[config.mk]
export PLATFORM = sky130hd
export DESIGN_NAME = unsigned_radix_formatter_top
export DESIGN_NICKNAME = d
export VERILOG_FILES = /design/src/design/urf_pkg.sv /design/src/design/urf_dabble.sv /design/src/design/unsigned_radix_formatter_top.sv
export SDC_FILE = /design/constraint.sdc
export NUM_CORES = 1
export LEC_CHECK = 0
export BUFFER_PORTS_ARGS = -buffer_cell sky130_fd_sc_hd__clkbuf_2
export CAP_MARGIN = 15
export CELL_PAD_IN_SITES_DETAIL_PLACEMENT = 0
export CELL_PAD_IN_SITES_GLOBAL_PLACEMENT = 2
export CORE_ASPECT_RATIO = 0.75
export CORE_UTILIZATION = 37
export DETAILED_ROUTE_END_ITERATION = 16
export PLACE_DENSITY = 0.87
export SLEW_MARGIN = 20
export SYNTH_ARGS = -nofsm -noshare
export SYNTH_HDL_FRONTEND = slang
export SYNTH_SLANG_ARGS = --single-unit
[constraint.sdc]
create_clock -name clk_i -period 4.6 [get_ports clk_i]
set_input_delay 1.15 -clock clk_i [delete_from_list [all_inputs] [get_ports clk_i]]
set_output_delay 1.15 -clock clk_i [all_outputs]
set_load 0.02 [all_outputs]
[src/design/urf_pkg.sv]
// Shared types, constants and the digit-character helper function of the unsigned radix formatter.
package urf_pkg;

  localparam int unsigned VALUE_W        = 64;
  localparam int unsigned OP_W           = 3;
  localparam int unsigned CHAR_W         = 7;
  localparam int unsigned PREC_W         = 7;
  localparam int unsigned CNT_W          = 7;
  localparam int unsigned CFG_IDX_W      = 1;
  localparam int unsigned CFG_DATA_W     = 7;
  localparam int unsigned DIGIT_W        = 4;
  localparam int unsigned BCD_DIGITS     = 20;
  localparam int unsigned BCD_W          = BCD_DIGITS * DIGIT_W;
  localparam int unsigned DD_BITS        = 4;
  localparam int unsigned DD_CYCLES      = VALUE_W / DD_BITS;
  localparam int unsigned PREC_LIMIT     = 60;
  localparam int unsigned MAX_DIGITS_DEF = 64;

  localparam logic [PREC_W-1:0] PREC_RESET = 7'h7F;

  localparam logic [CHAR_W-1:0] CH_ZERO    = 7'h30;
  localparam logic [CHAR_W-1:0] CH_LOWER_A = 7'h61;
  localparam logic [CHAR_W-1:0] CH_UPPER_A = 7'h41;
  localparam logic [CHAR_W-1:0] CH_X_LO    = 7'h78;
  localparam logic [CHAR_W-1:0] CH_X_UP    = 7'h58;

  typedef enum logic [OP_W-1:0] {
    OP_DEC    = 3'd0,
    OP_OCT    = 3'd1,
    OP_HEX_LO = 3'd2,
    OP_HEX_UP = 3'd3,
    OP_PTR    = 3'd4
  } op_e;

  typedef enum logic [CFG_IDX_W-1:0] {
    REG_PRECISION = 1'b0,
    REG_ALTERNATE = 1'b1
  } reg_idx_e;

  function automatic logic [CHAR_W-1:0] digit_char(input logic [DIGIT_W-1:0] d,
                                                   input logic upper);
    logic [CHAR_W-1:0] dx;
    dx = {{(CHAR_W-DIGIT_W){1'b0}}, d};
    if (d < 4'd10) begin
      return CH_ZERO + dx;
    end
    return (upper ? CH_UPPER_A : CH_LOWER_A) + dx - 7'd10;
  endfunction

endpackage

[src/design/urf_dabble.sv]
// Combinational binary to BCD shift-and-add-3 unit, advancing DD_BITS (4) bits per pass.
module urf_dabble (
  input  logic [urf_pkg::BCD_W-1:0]   bcd_i,
  input  logic [urf_pkg::VALUE_W-1:0] bin_i,
  output logic [urf_pkg::BCD_W-1:0]   bcd_o,
  output logic [urf_pkg::VALUE_W-1:0] bin_o
);
  import urf_pkg::*;

  always_comb begin
    logic [BCD_W-1:0]   b;
    logic [VALUE_W-1:0] v;
    b = bcd_i;
    v = bin_i;
    for (int s = 0; s < DD_BITS; s++) begin
      for (int d = 0; d < BCD_DIGITS; d++) begin
        if (b[d*DIGIT_W +: DIGIT_W] >= 4'd5) begin
          b[d*DIGIT_W +: DIGIT_W] = b[d*DIGIT_W +: DIGIT_W] + 4'd3;
        end
      end
      b = {b[BCD_W-2:0], v[VALUE_W-1]};
      v = {v[VALUE_W-2:0], 1'b0};
    end
    bcd_o = b;
    bin_o = v;
  end

endmodule

[src/design/unsigned_radix_formatter_top.sv]
// Top level of the unsigned radix formatter: sequencer, digit store and output register.
//
// An item is taken when start_i is high and busy_o is low; busy_o stays high until the
// last character has been launched. A decimal item first passes through the
// binary-to-BCD unit, 4 bits a cycle. Every item then peels its d significant digits
// into the digit store, one per cycle through the shared shifter, then passes a setup
// state, and then emits one character per cycle, prefix included. Each character
// is shown on char_out_o with result_valid_o for exactly one cycle, and the receiver
// cannot hold it off. An item that produces no characters shows no strobe at all.
// Registers are written only while the block is idle; cfg_ready_o is low while busy.
module unsigned_radix_formatter_top #(
  parameter int unsigned MAX_DIGITS = urf_pkg::MAX_DIGITS_DEF
) (
  input  logic                          clk_i,
  input  logic                          rst_ni,
  input  logic                          start_i,
  output logic                          busy_o,
  input  logic [urf_pkg::VALUE_W-1:0]   value_i,
  input  logic [urf_pkg::OP_W-1:0]      operation_i,
  input  logic                          cfg_valid_i,
  output logic                          cfg_ready_o,
  input  logic [urf_pkg::CFG_IDX_W-1:0] cfg_index_i,
  input  logic [urf_pkg::CFG_DATA_W-1:0] cfg_data_i,
  output logic                          result_valid_o,
  output logic [urf_pkg::CHAR_W-1:0]    char_out_o,
  output logic                          last_o
);
  import urf_pkg::*;

  localparam int unsigned AddrW = $clog2(MAX_DIGITS);
  localparam int unsigned IterW = $clog2(DD_CYCLES);

  typedef enum logic [2:0] {
    ST_IDLE,
    ST_BCD,
    ST_STORE,
    ST_SETUP,
    ST_PFX0,
    ST_PFX1,
    ST_EMIT
  } state_e;

  typedef enum logic [1:0] {
    RADIX_DEC,
    RADIX_OCT,
    RADIX_HEX
  } radix_e;

  state_e             state_q, state_d;
  radix_e             radix_q, radix_d;
  logic               upper_q, upper_d;
  logic               alt_q, alt_d;
  logic               pfx_two_q, pfx_two_d;
  logic [BCD_W-1:0]   work_q, work_d;
  logic [VALUE_W-1:0] bin_q, bin_d;
  logic [IterW-1:0]   iter_q, iter_d;
  logic [CNT_W-1:0]   cnt_q, cnt_d;
  logic [CNT_W-1:0]   pos_q, pos_d;
  logic [PREC_W-1:0]  prec_q, prec_d;
  logic               alt_reg_q, alt_reg_d;
  logic               valid_q, valid_d;
  logic [CHAR_W-1:0]  char_q, char_d;
  logic               last_q, last_d;

  logic [BCD_W-1:0]   dd_bcd;
  logic [VALUE_W-1:0] dd_bin;
  logic [DIGIT_W-1:0] low_digit;
  logic [CNT_W-1:0]   prec_sat, len_floor, len, len_m1, pos_m1;
  logic [AddrW-1:0]   rd_addr;
  logic [DIGIT_W-1:0] rd_data_q;
  logic [DIGIT_W-1:0] digit_mem [MAX_DIGITS];
  logic               mem_we;

  urf_dabble u_dabble (
    .bcd_i (work_q),
    .bin_i (bin_q),
    .bcd_o (dd_bcd),
    .bin_o (dd_bin)
  );

  assign low_digit = (radix_q == RADIX_OCT) ? {1'b0, work_q[2:0]} : work_q[DIGIT_W-1:0];

  assign prec_sat  = (prec_q[5:0] > 6'(PREC_LIMIT)) ? CNT_W'(PREC_LIMIT)
                                                    : {1'b0, prec_q[5:0]};
  assign len_floor = prec_q[PREC_W-1] ? CNT_W'(1) : prec_sat;
  assign len       = (cnt_q > len_floor) ? cnt_q : len_floor;
  assign len_m1    = len - CNT_W'(1);
  assign pos_m1    = pos_q - CNT_W'(1);
  assign rd_addr   = (state_q == ST_EMIT) ? pos_m1[AddrW-1:0] : len_m1[AddrW-1:0];
  assign mem_we    = (state_q == ST_STORE) && (work_q != '0) &&
                     (cnt_q < CNT_W'(MAX_DIGITS));

  always_ff @(posedge clk_i) begin
    if (mem_we) begin
      digit_mem[cnt_q[AddrW-1:0]] <= low_digit;
    end
    rd_data_q <= digit_mem[rd_addr];
  end

  always_comb begin
    state_d   = state_q;
    radix_d   = radix_q;
    upper_d   = upper_q;
    alt_d     = alt_q;
    pfx_two_d = pfx_two_q;
    work_d    = work_q;
    bin_d     = bin_q;
    iter_d    = iter_q;
    cnt_d     = cnt_q;
    pos_d     = pos_q;
    prec_d    = prec_q;
    alt_reg_d = alt_reg_q;
    valid_d   = 1'b0;
    char_d    = char_q;
    last_d    = 1'b0;

    if (cfg_valid_i && cfg_ready_o) begin
      case (cfg_index_i)
        REG_PRECISION: prec_d    = cfg_data_i;
        REG_ALTERNATE: alt_reg_d = cfg_data_i[0];
        default: ;
      endcase
    end

    case (state_q)
      ST_IDLE: begin
        if (start_i) begin
          cnt_d   = '0;
          iter_d  = '0;
          upper_d = 1'b0;
          alt_d   = alt_reg_d;
          case (operation_i)
            OP_OCT: radix_d = RADIX_OCT;
            OP_HEX_LO: begin
              radix_d = RADIX_HEX;
              if (value_i == '0) alt_d = 1'b0;
            end
            OP_HEX_UP: begin
              radix_d = RADIX_HEX;
              upper_d = 1'b1;
              if (value_i == '0) alt_d = 1'b0;
            end
            OP_PTR: begin
              radix_d = RADIX_HEX;
              alt_d   = 1'b1;
            end
            default: radix_d = RADIX_DEC;
          endcase
          if (radix_d == RADIX_DEC) begin
            work_d  = '0;
            bin_d   = value_i;
            state_d = ST_BCD;
          end else begin
            work_d  = {{(BCD_W-VALUE_W){1'b0}}, value_i};
            state_d = ST_STORE;
          end
        end
      end
      ST_BCD: begin
        work_d = dd_bcd;
        bin_d  = dd_bin;
        iter_d = iter_q + IterW'(1);
        if (iter_q == IterW'(DD_CYCLES - 1)) begin
          state_d = ST_STORE;
        end
      end
      ST_STORE: begin
        if (mem_we) begin
          work_d = (radix_q == RADIX_OCT) ? (work_q >> 3) : (work_q >> DIGIT_W);
          cnt_d  = cnt_q + CNT_W'(1);
        end else begin
          state_d = ST_SETUP;
        end
      end
      ST_SETUP: begin
        pos_d     = len_m1;
        pfx_two_d = (radix_q == RADIX_HEX);
        if (alt_q && ((radix_q == RADIX_HEX) ||
                      ((radix_q == RADIX_OCT) && (len == cnt_q)))) begin
          state_d = ST_PFX0;
        end else if (len != '0) begin
          state_d = ST_EMIT;
        end else begin
          state_d = ST_IDLE;
        end
      end
      ST_PFX0: begin
        valid_d = 1'b1;
        char_d  = CH_ZERO;
        last_d  = !pfx_two_q && (len == '0);
        if (pfx_two_q) begin
          state_d = ST_PFX1;
        end else if (len != '0) begin
          state_d = ST_EMIT;
        end else begin
          state_d = ST_IDLE;
        end
      end
      ST_PFX1: begin
        valid_d = 1'b1;
        char_d  = upper_q ? CH_X_UP : CH_X_LO;
        last_d  = (len == '0);
        state_d = (len != '0) ? ST_EMIT : ST_IDLE;
      end
      ST_EMIT: begin
        valid_d = 1'b1;
        char_d  = (pos_q < cnt_q) ? digit_char(rd_data_q, upper_q) : CH_ZERO;
        last_d  = (pos_q == '0);
        pos_d   = pos_m1;
        if (pos_q == '0) begin
          state_d = ST_IDLE;
        end
      end
      default: state_d = ST_IDLE;
    endcase
  end

  always_ff @(posedge clk_i or negedge rst_ni) begin
    if (!rst_ni) begin
      state_q   <= ST_IDLE;
      radix_q   <= RADIX_DEC;
      upper_q   <= 1'b0;
      alt_q     <= 1'b0;
      pfx_two_q <= 1'b0;
      work_q    <= '0;
      bin_q     <= '0;
      iter_q    <= '0;
      cnt_q     <= '0;
      pos_q     <= '0;
      prec_q    <= PREC_RESET;
      alt_reg_q <= 1'b0;
      valid_q   <= 1'b0;
      char_q    <= '0;
      last_q    <= 1'b0;
    end else begin
      state_q   <= state_d;
      radix_q   <= radix_d;
      upper_q   <= upper_d;
      alt_q     <= alt_d;
      pfx_two_q <= pfx_two_d;
      work_q    <= work_d;
      bin_q     <= bin_d;
      iter_q    <= iter_d;
      cnt_q     <= cnt_d;
      pos_q     <= pos_d;
      prec_q    <= prec_d;
      alt_reg_q <= alt_reg_d;
      valid_q   <= valid_d;
      char_q    <= char_d;
      last_q    <= last_d;
    end
  end

  assign busy_o         = (state_q != ST_IDLE);
  assign cfg_ready_o    = (state_q == ST_IDLE);
  assign result_valid_o = valid_q;
  assign char_out_o     = char_q;
  assign last_o         = last_q;

endmodule

==> reports/qor.txt <==
IO buf count: 89
share of cells above drive strength 1: 23.6%
CTS Buf Count: 49
Post-Syn Area per Cell: 9.22 um^2
gate count after technology mapping: 3,317
number of global-route vias before repair: 23,900
# hold bufs at CTS: 0
FMAX: 225 MHz
register area share after synthesis: 40.7%
dpl cells: 4,507
library cells used by synthesis: 106
crit path capture type: flop
Root Driver: clkbuf_16
period utilisation layout: 96.4%
syn nets: 3,592
Avg WL per Cell: 19.6 um
Sink Count: 447
global placement routability congestion: 0.869
WHS: 472 ps
CP Max Fanout: 5
WS Path Type: flop to flop
core area: 0.0811 mm^2
chip width: 334 um
Die Ht: 251 um
Slowest-stage cell, CP: or3b_4
GRT Resource Usage Total: 21.2%
antenna violations before repair: 1
total grt overflow: 0
WP data required: 5070 ps
post-synthesis cell area: 0.0306 mm^2
skew final: 86.6 ps
most frequent cell after synthesis: nand2_1
Cell Count, Final, Fillers Out: 4,667
RSZ-0062 raised after global routing: yes
DR DRC count: 0
first-pass GRT wire length: 140,000 um
via count: 25,500
Synth top area share: 25.1%
post-synthesis register bit count: 447
max_slew headroom: 35.6%
min Tclk post-route: 4440 ps
largest net degree at the start of global routing: 118
htree depth: 2
post-route ant nets: 0
cell chain of the critical path: inv_2, ha_4, nand2b_4, or3b_4, and2_4, ha_2, nor2b_4, nand2b_1, mux2_4, inv_1, ha_2, nand2b_4, o21ai_0, a221o_1, o2bb2ai_4, xnor2_2, buf_4, ha_2, nor2_4, o21bai_4, xnor2_1, a222oi_1, o21ai_1
Final setup viols: 0
area leader, netlist: edfxtp_1
CP Launch Type: flop
Reg clk slew, reported paths: 70 ps
final net count: 3,843
top_reg_cell synth: edfxtp_1
most frequent CP cell: ha_2
IO Count: 90
DRT iter0 DRCs: 1,922
worst skew pair latency: 640 ps
max-slew violations: 0
CP peak stage delay: 400 ps
CTS tree: done
Fill cells: 7,726
# rows: 90
synth warn: 0
CP arrival: 4900 ps
Initial Util: 37.7%
Routed WL: 91,600 um
Clock Path Buffers: 3
most frequent cells after synthesis: nand2_1, edfxtp_1, o21ai_0
number of synthesized flops with an enable pin: 256
max_cap viols: 0
hold crit path type: flop to flop
actual slew at the worst max-slew pin: 966 ps
ys async rst share: 41.8%
post-DP HPWL: 65,000 um
Vias/cell: 5.46
first-pass iteration count of the detailed router: 6
Fin. Hold Viols: 0
die area: 0.0838 mm^2
Area contributors post-synth: edfxtp_1, dfrtp_1, ha_1
status: finished clean
Layout area overhead: 21.2%
cell type report:
cell class	instances	area, um^2	area share [%]
diodes	1	2.50	0.00675
clock buffers	61	1400	3.77
clock inverters	30	473	1.28
inverters	160	608	1.64
multi-input cells	2537	18000	48.6
flip-flops and latches	447	12500	33.7
well taps	1058	1320	3.57
repair buffers	373	2750	7.43
path summary, 6_finish.rpt:
kind	from	end	slack [ps]	depth (start not counted)
setup / recovery	work_q[5]	work_q[13]	160	23
hold / removal	alt_q	alt_q	470	2
setup reg to reg	work_q[5]	work_q[13]	160	23
hold reg to reg	alt_q	alt_q	470	2
max in group asynchronous	rst_ni	work_q[75]	3080	2
min in group asynchronous	rst_ni	work_q[32]	570	1
repair_timing:
item                                    in CTS  in global routing
gates resized for setup                     18                272
pin swaps                                    2                 68
endpoints found under the setup margin      16                 76
setup buffers                                1                 67
cells in the final DEF, fill, tap and decap left out, types with 12 or more instances in the layout:
| cell | n |
|---|---|
| mux2_2 | 61 |
| xnor2_2 | 36 |
| nor2_1 | 202 |
| nor3_1 | 34 |
| nand3_1 | 133 |
| nor4_1 | 29 |
| o211ai_1 | 13 |
| ha_1 | 155 |
| a222oi_1 | 15 |
| dfrtp_1 | 169 |
| buf_4 | 270 |
| a21oi_1 | 172 |
| a221oi_1 | 25 |
| inv_1 | 130 |
| inv_2 | 26 |
| clkbuf_2 | 88 |
| nand2b_4 | 12 |
| nand2b_1 | 63 |
| nor2b_1 | 28 |
| nand4_1 | 17 |
| o21ai_1 | 35 |
| a21o_1 | 28 |
| nand2_1 | 556 |
| and3_1 | 26 |
| buf_12 | 13 |
| edfxtp_1 | 256 |
| ha_2 | 30 |
| o21ai_0 | 207 |
| o21a_1 | 19 |
| clkbuf_16 | 52 |
| mux2i_1 | 167 |
| nor3b_1 | 23 |
| a31oi_1 | 30 |
| a21oi_2 | 33 |
| xnor2_1 | 43 |
critical path, delay by kind of cell, from the launching register on:
family | cells | cell delay (ps)
and+or+nand+nor | 7 | 1180
muxes | 1 | 320
adders and majority gates | 4 | 670
xor gates and xnor gates | 2 | 280
DFF | 1 | 390
buffers and inverters | 3 | 320
AOI/OAI and AO/OA | 6 | 1090
registers in the layout, summed over array words and instances, names as in the netlist:
| register | cells |
|---|---|
| digit_mem | 256 |
| work_q | 80 |
| bin_q | 64 |
| char_out_o | 7 |
| cnt_q | 7 |
| pos_q | 7 |
| prec_q | 7 |
| iter_q | 4 |
| rd_data_q | 4 |
| state_q | 3 |
| radix_q | 2 |
| alt_q | 1 |
| alt_reg_q | 1 |
| last_o | 1 |
| pfx_two_q | 1 |
| result_valid_o | 1 |
| upper_q | 1 |
layer usage:
layer  track usage [%]  part of all wire (%)
met5                 0                 0.020
met4              5.69                   2.4
met3              2.96                   5.8
met2              31.0                    42
met1              32.3                    49
kinds of logic (layout without fill, tap and decap cells):
| logic type | count (synthesis) | count (layout) | share of synthesized area, % |
|---|---|---|---|
| and+or+nand+nor | 1223 | 1223 | 18.4 |
| AOI/OAI and AO/OA | 756 | 756 | 15.9 |
| DFF | 447 | 447 | 40.7 |
| buffers and inverters | 333 | 624 | 4.52 |
| muxes | 266 | 266 | 9.62 |
| adders and majority gates | 196 | 196 | 8.02 |
| xor gates and xnor gates | 96 | 96 | 2.77 |
| other | 0 | 1 | 0 |
stage by stage:
stage / setup TNS [ps] / util (%) / worst slack (ps) / instance area (um^2)
4_1_cts: 0 / 43.7 / 6.27 / 35400
6_report: 0 / 45.7 / 164 / 37000
3_5_place_dp: -483 / 41.3 / -97.0 / 33400
5_1_grt: -549 / 45.7 / -129 / 37000
3_3_place_gp: 0 / 41.3 / 2.95 / 33400
2_1_floorplan: 0 / - / 36.6 / 30600
Power is not shown: default switching activity piles up to over one toggle a cycle in this logic, so the estimate is an artifact.
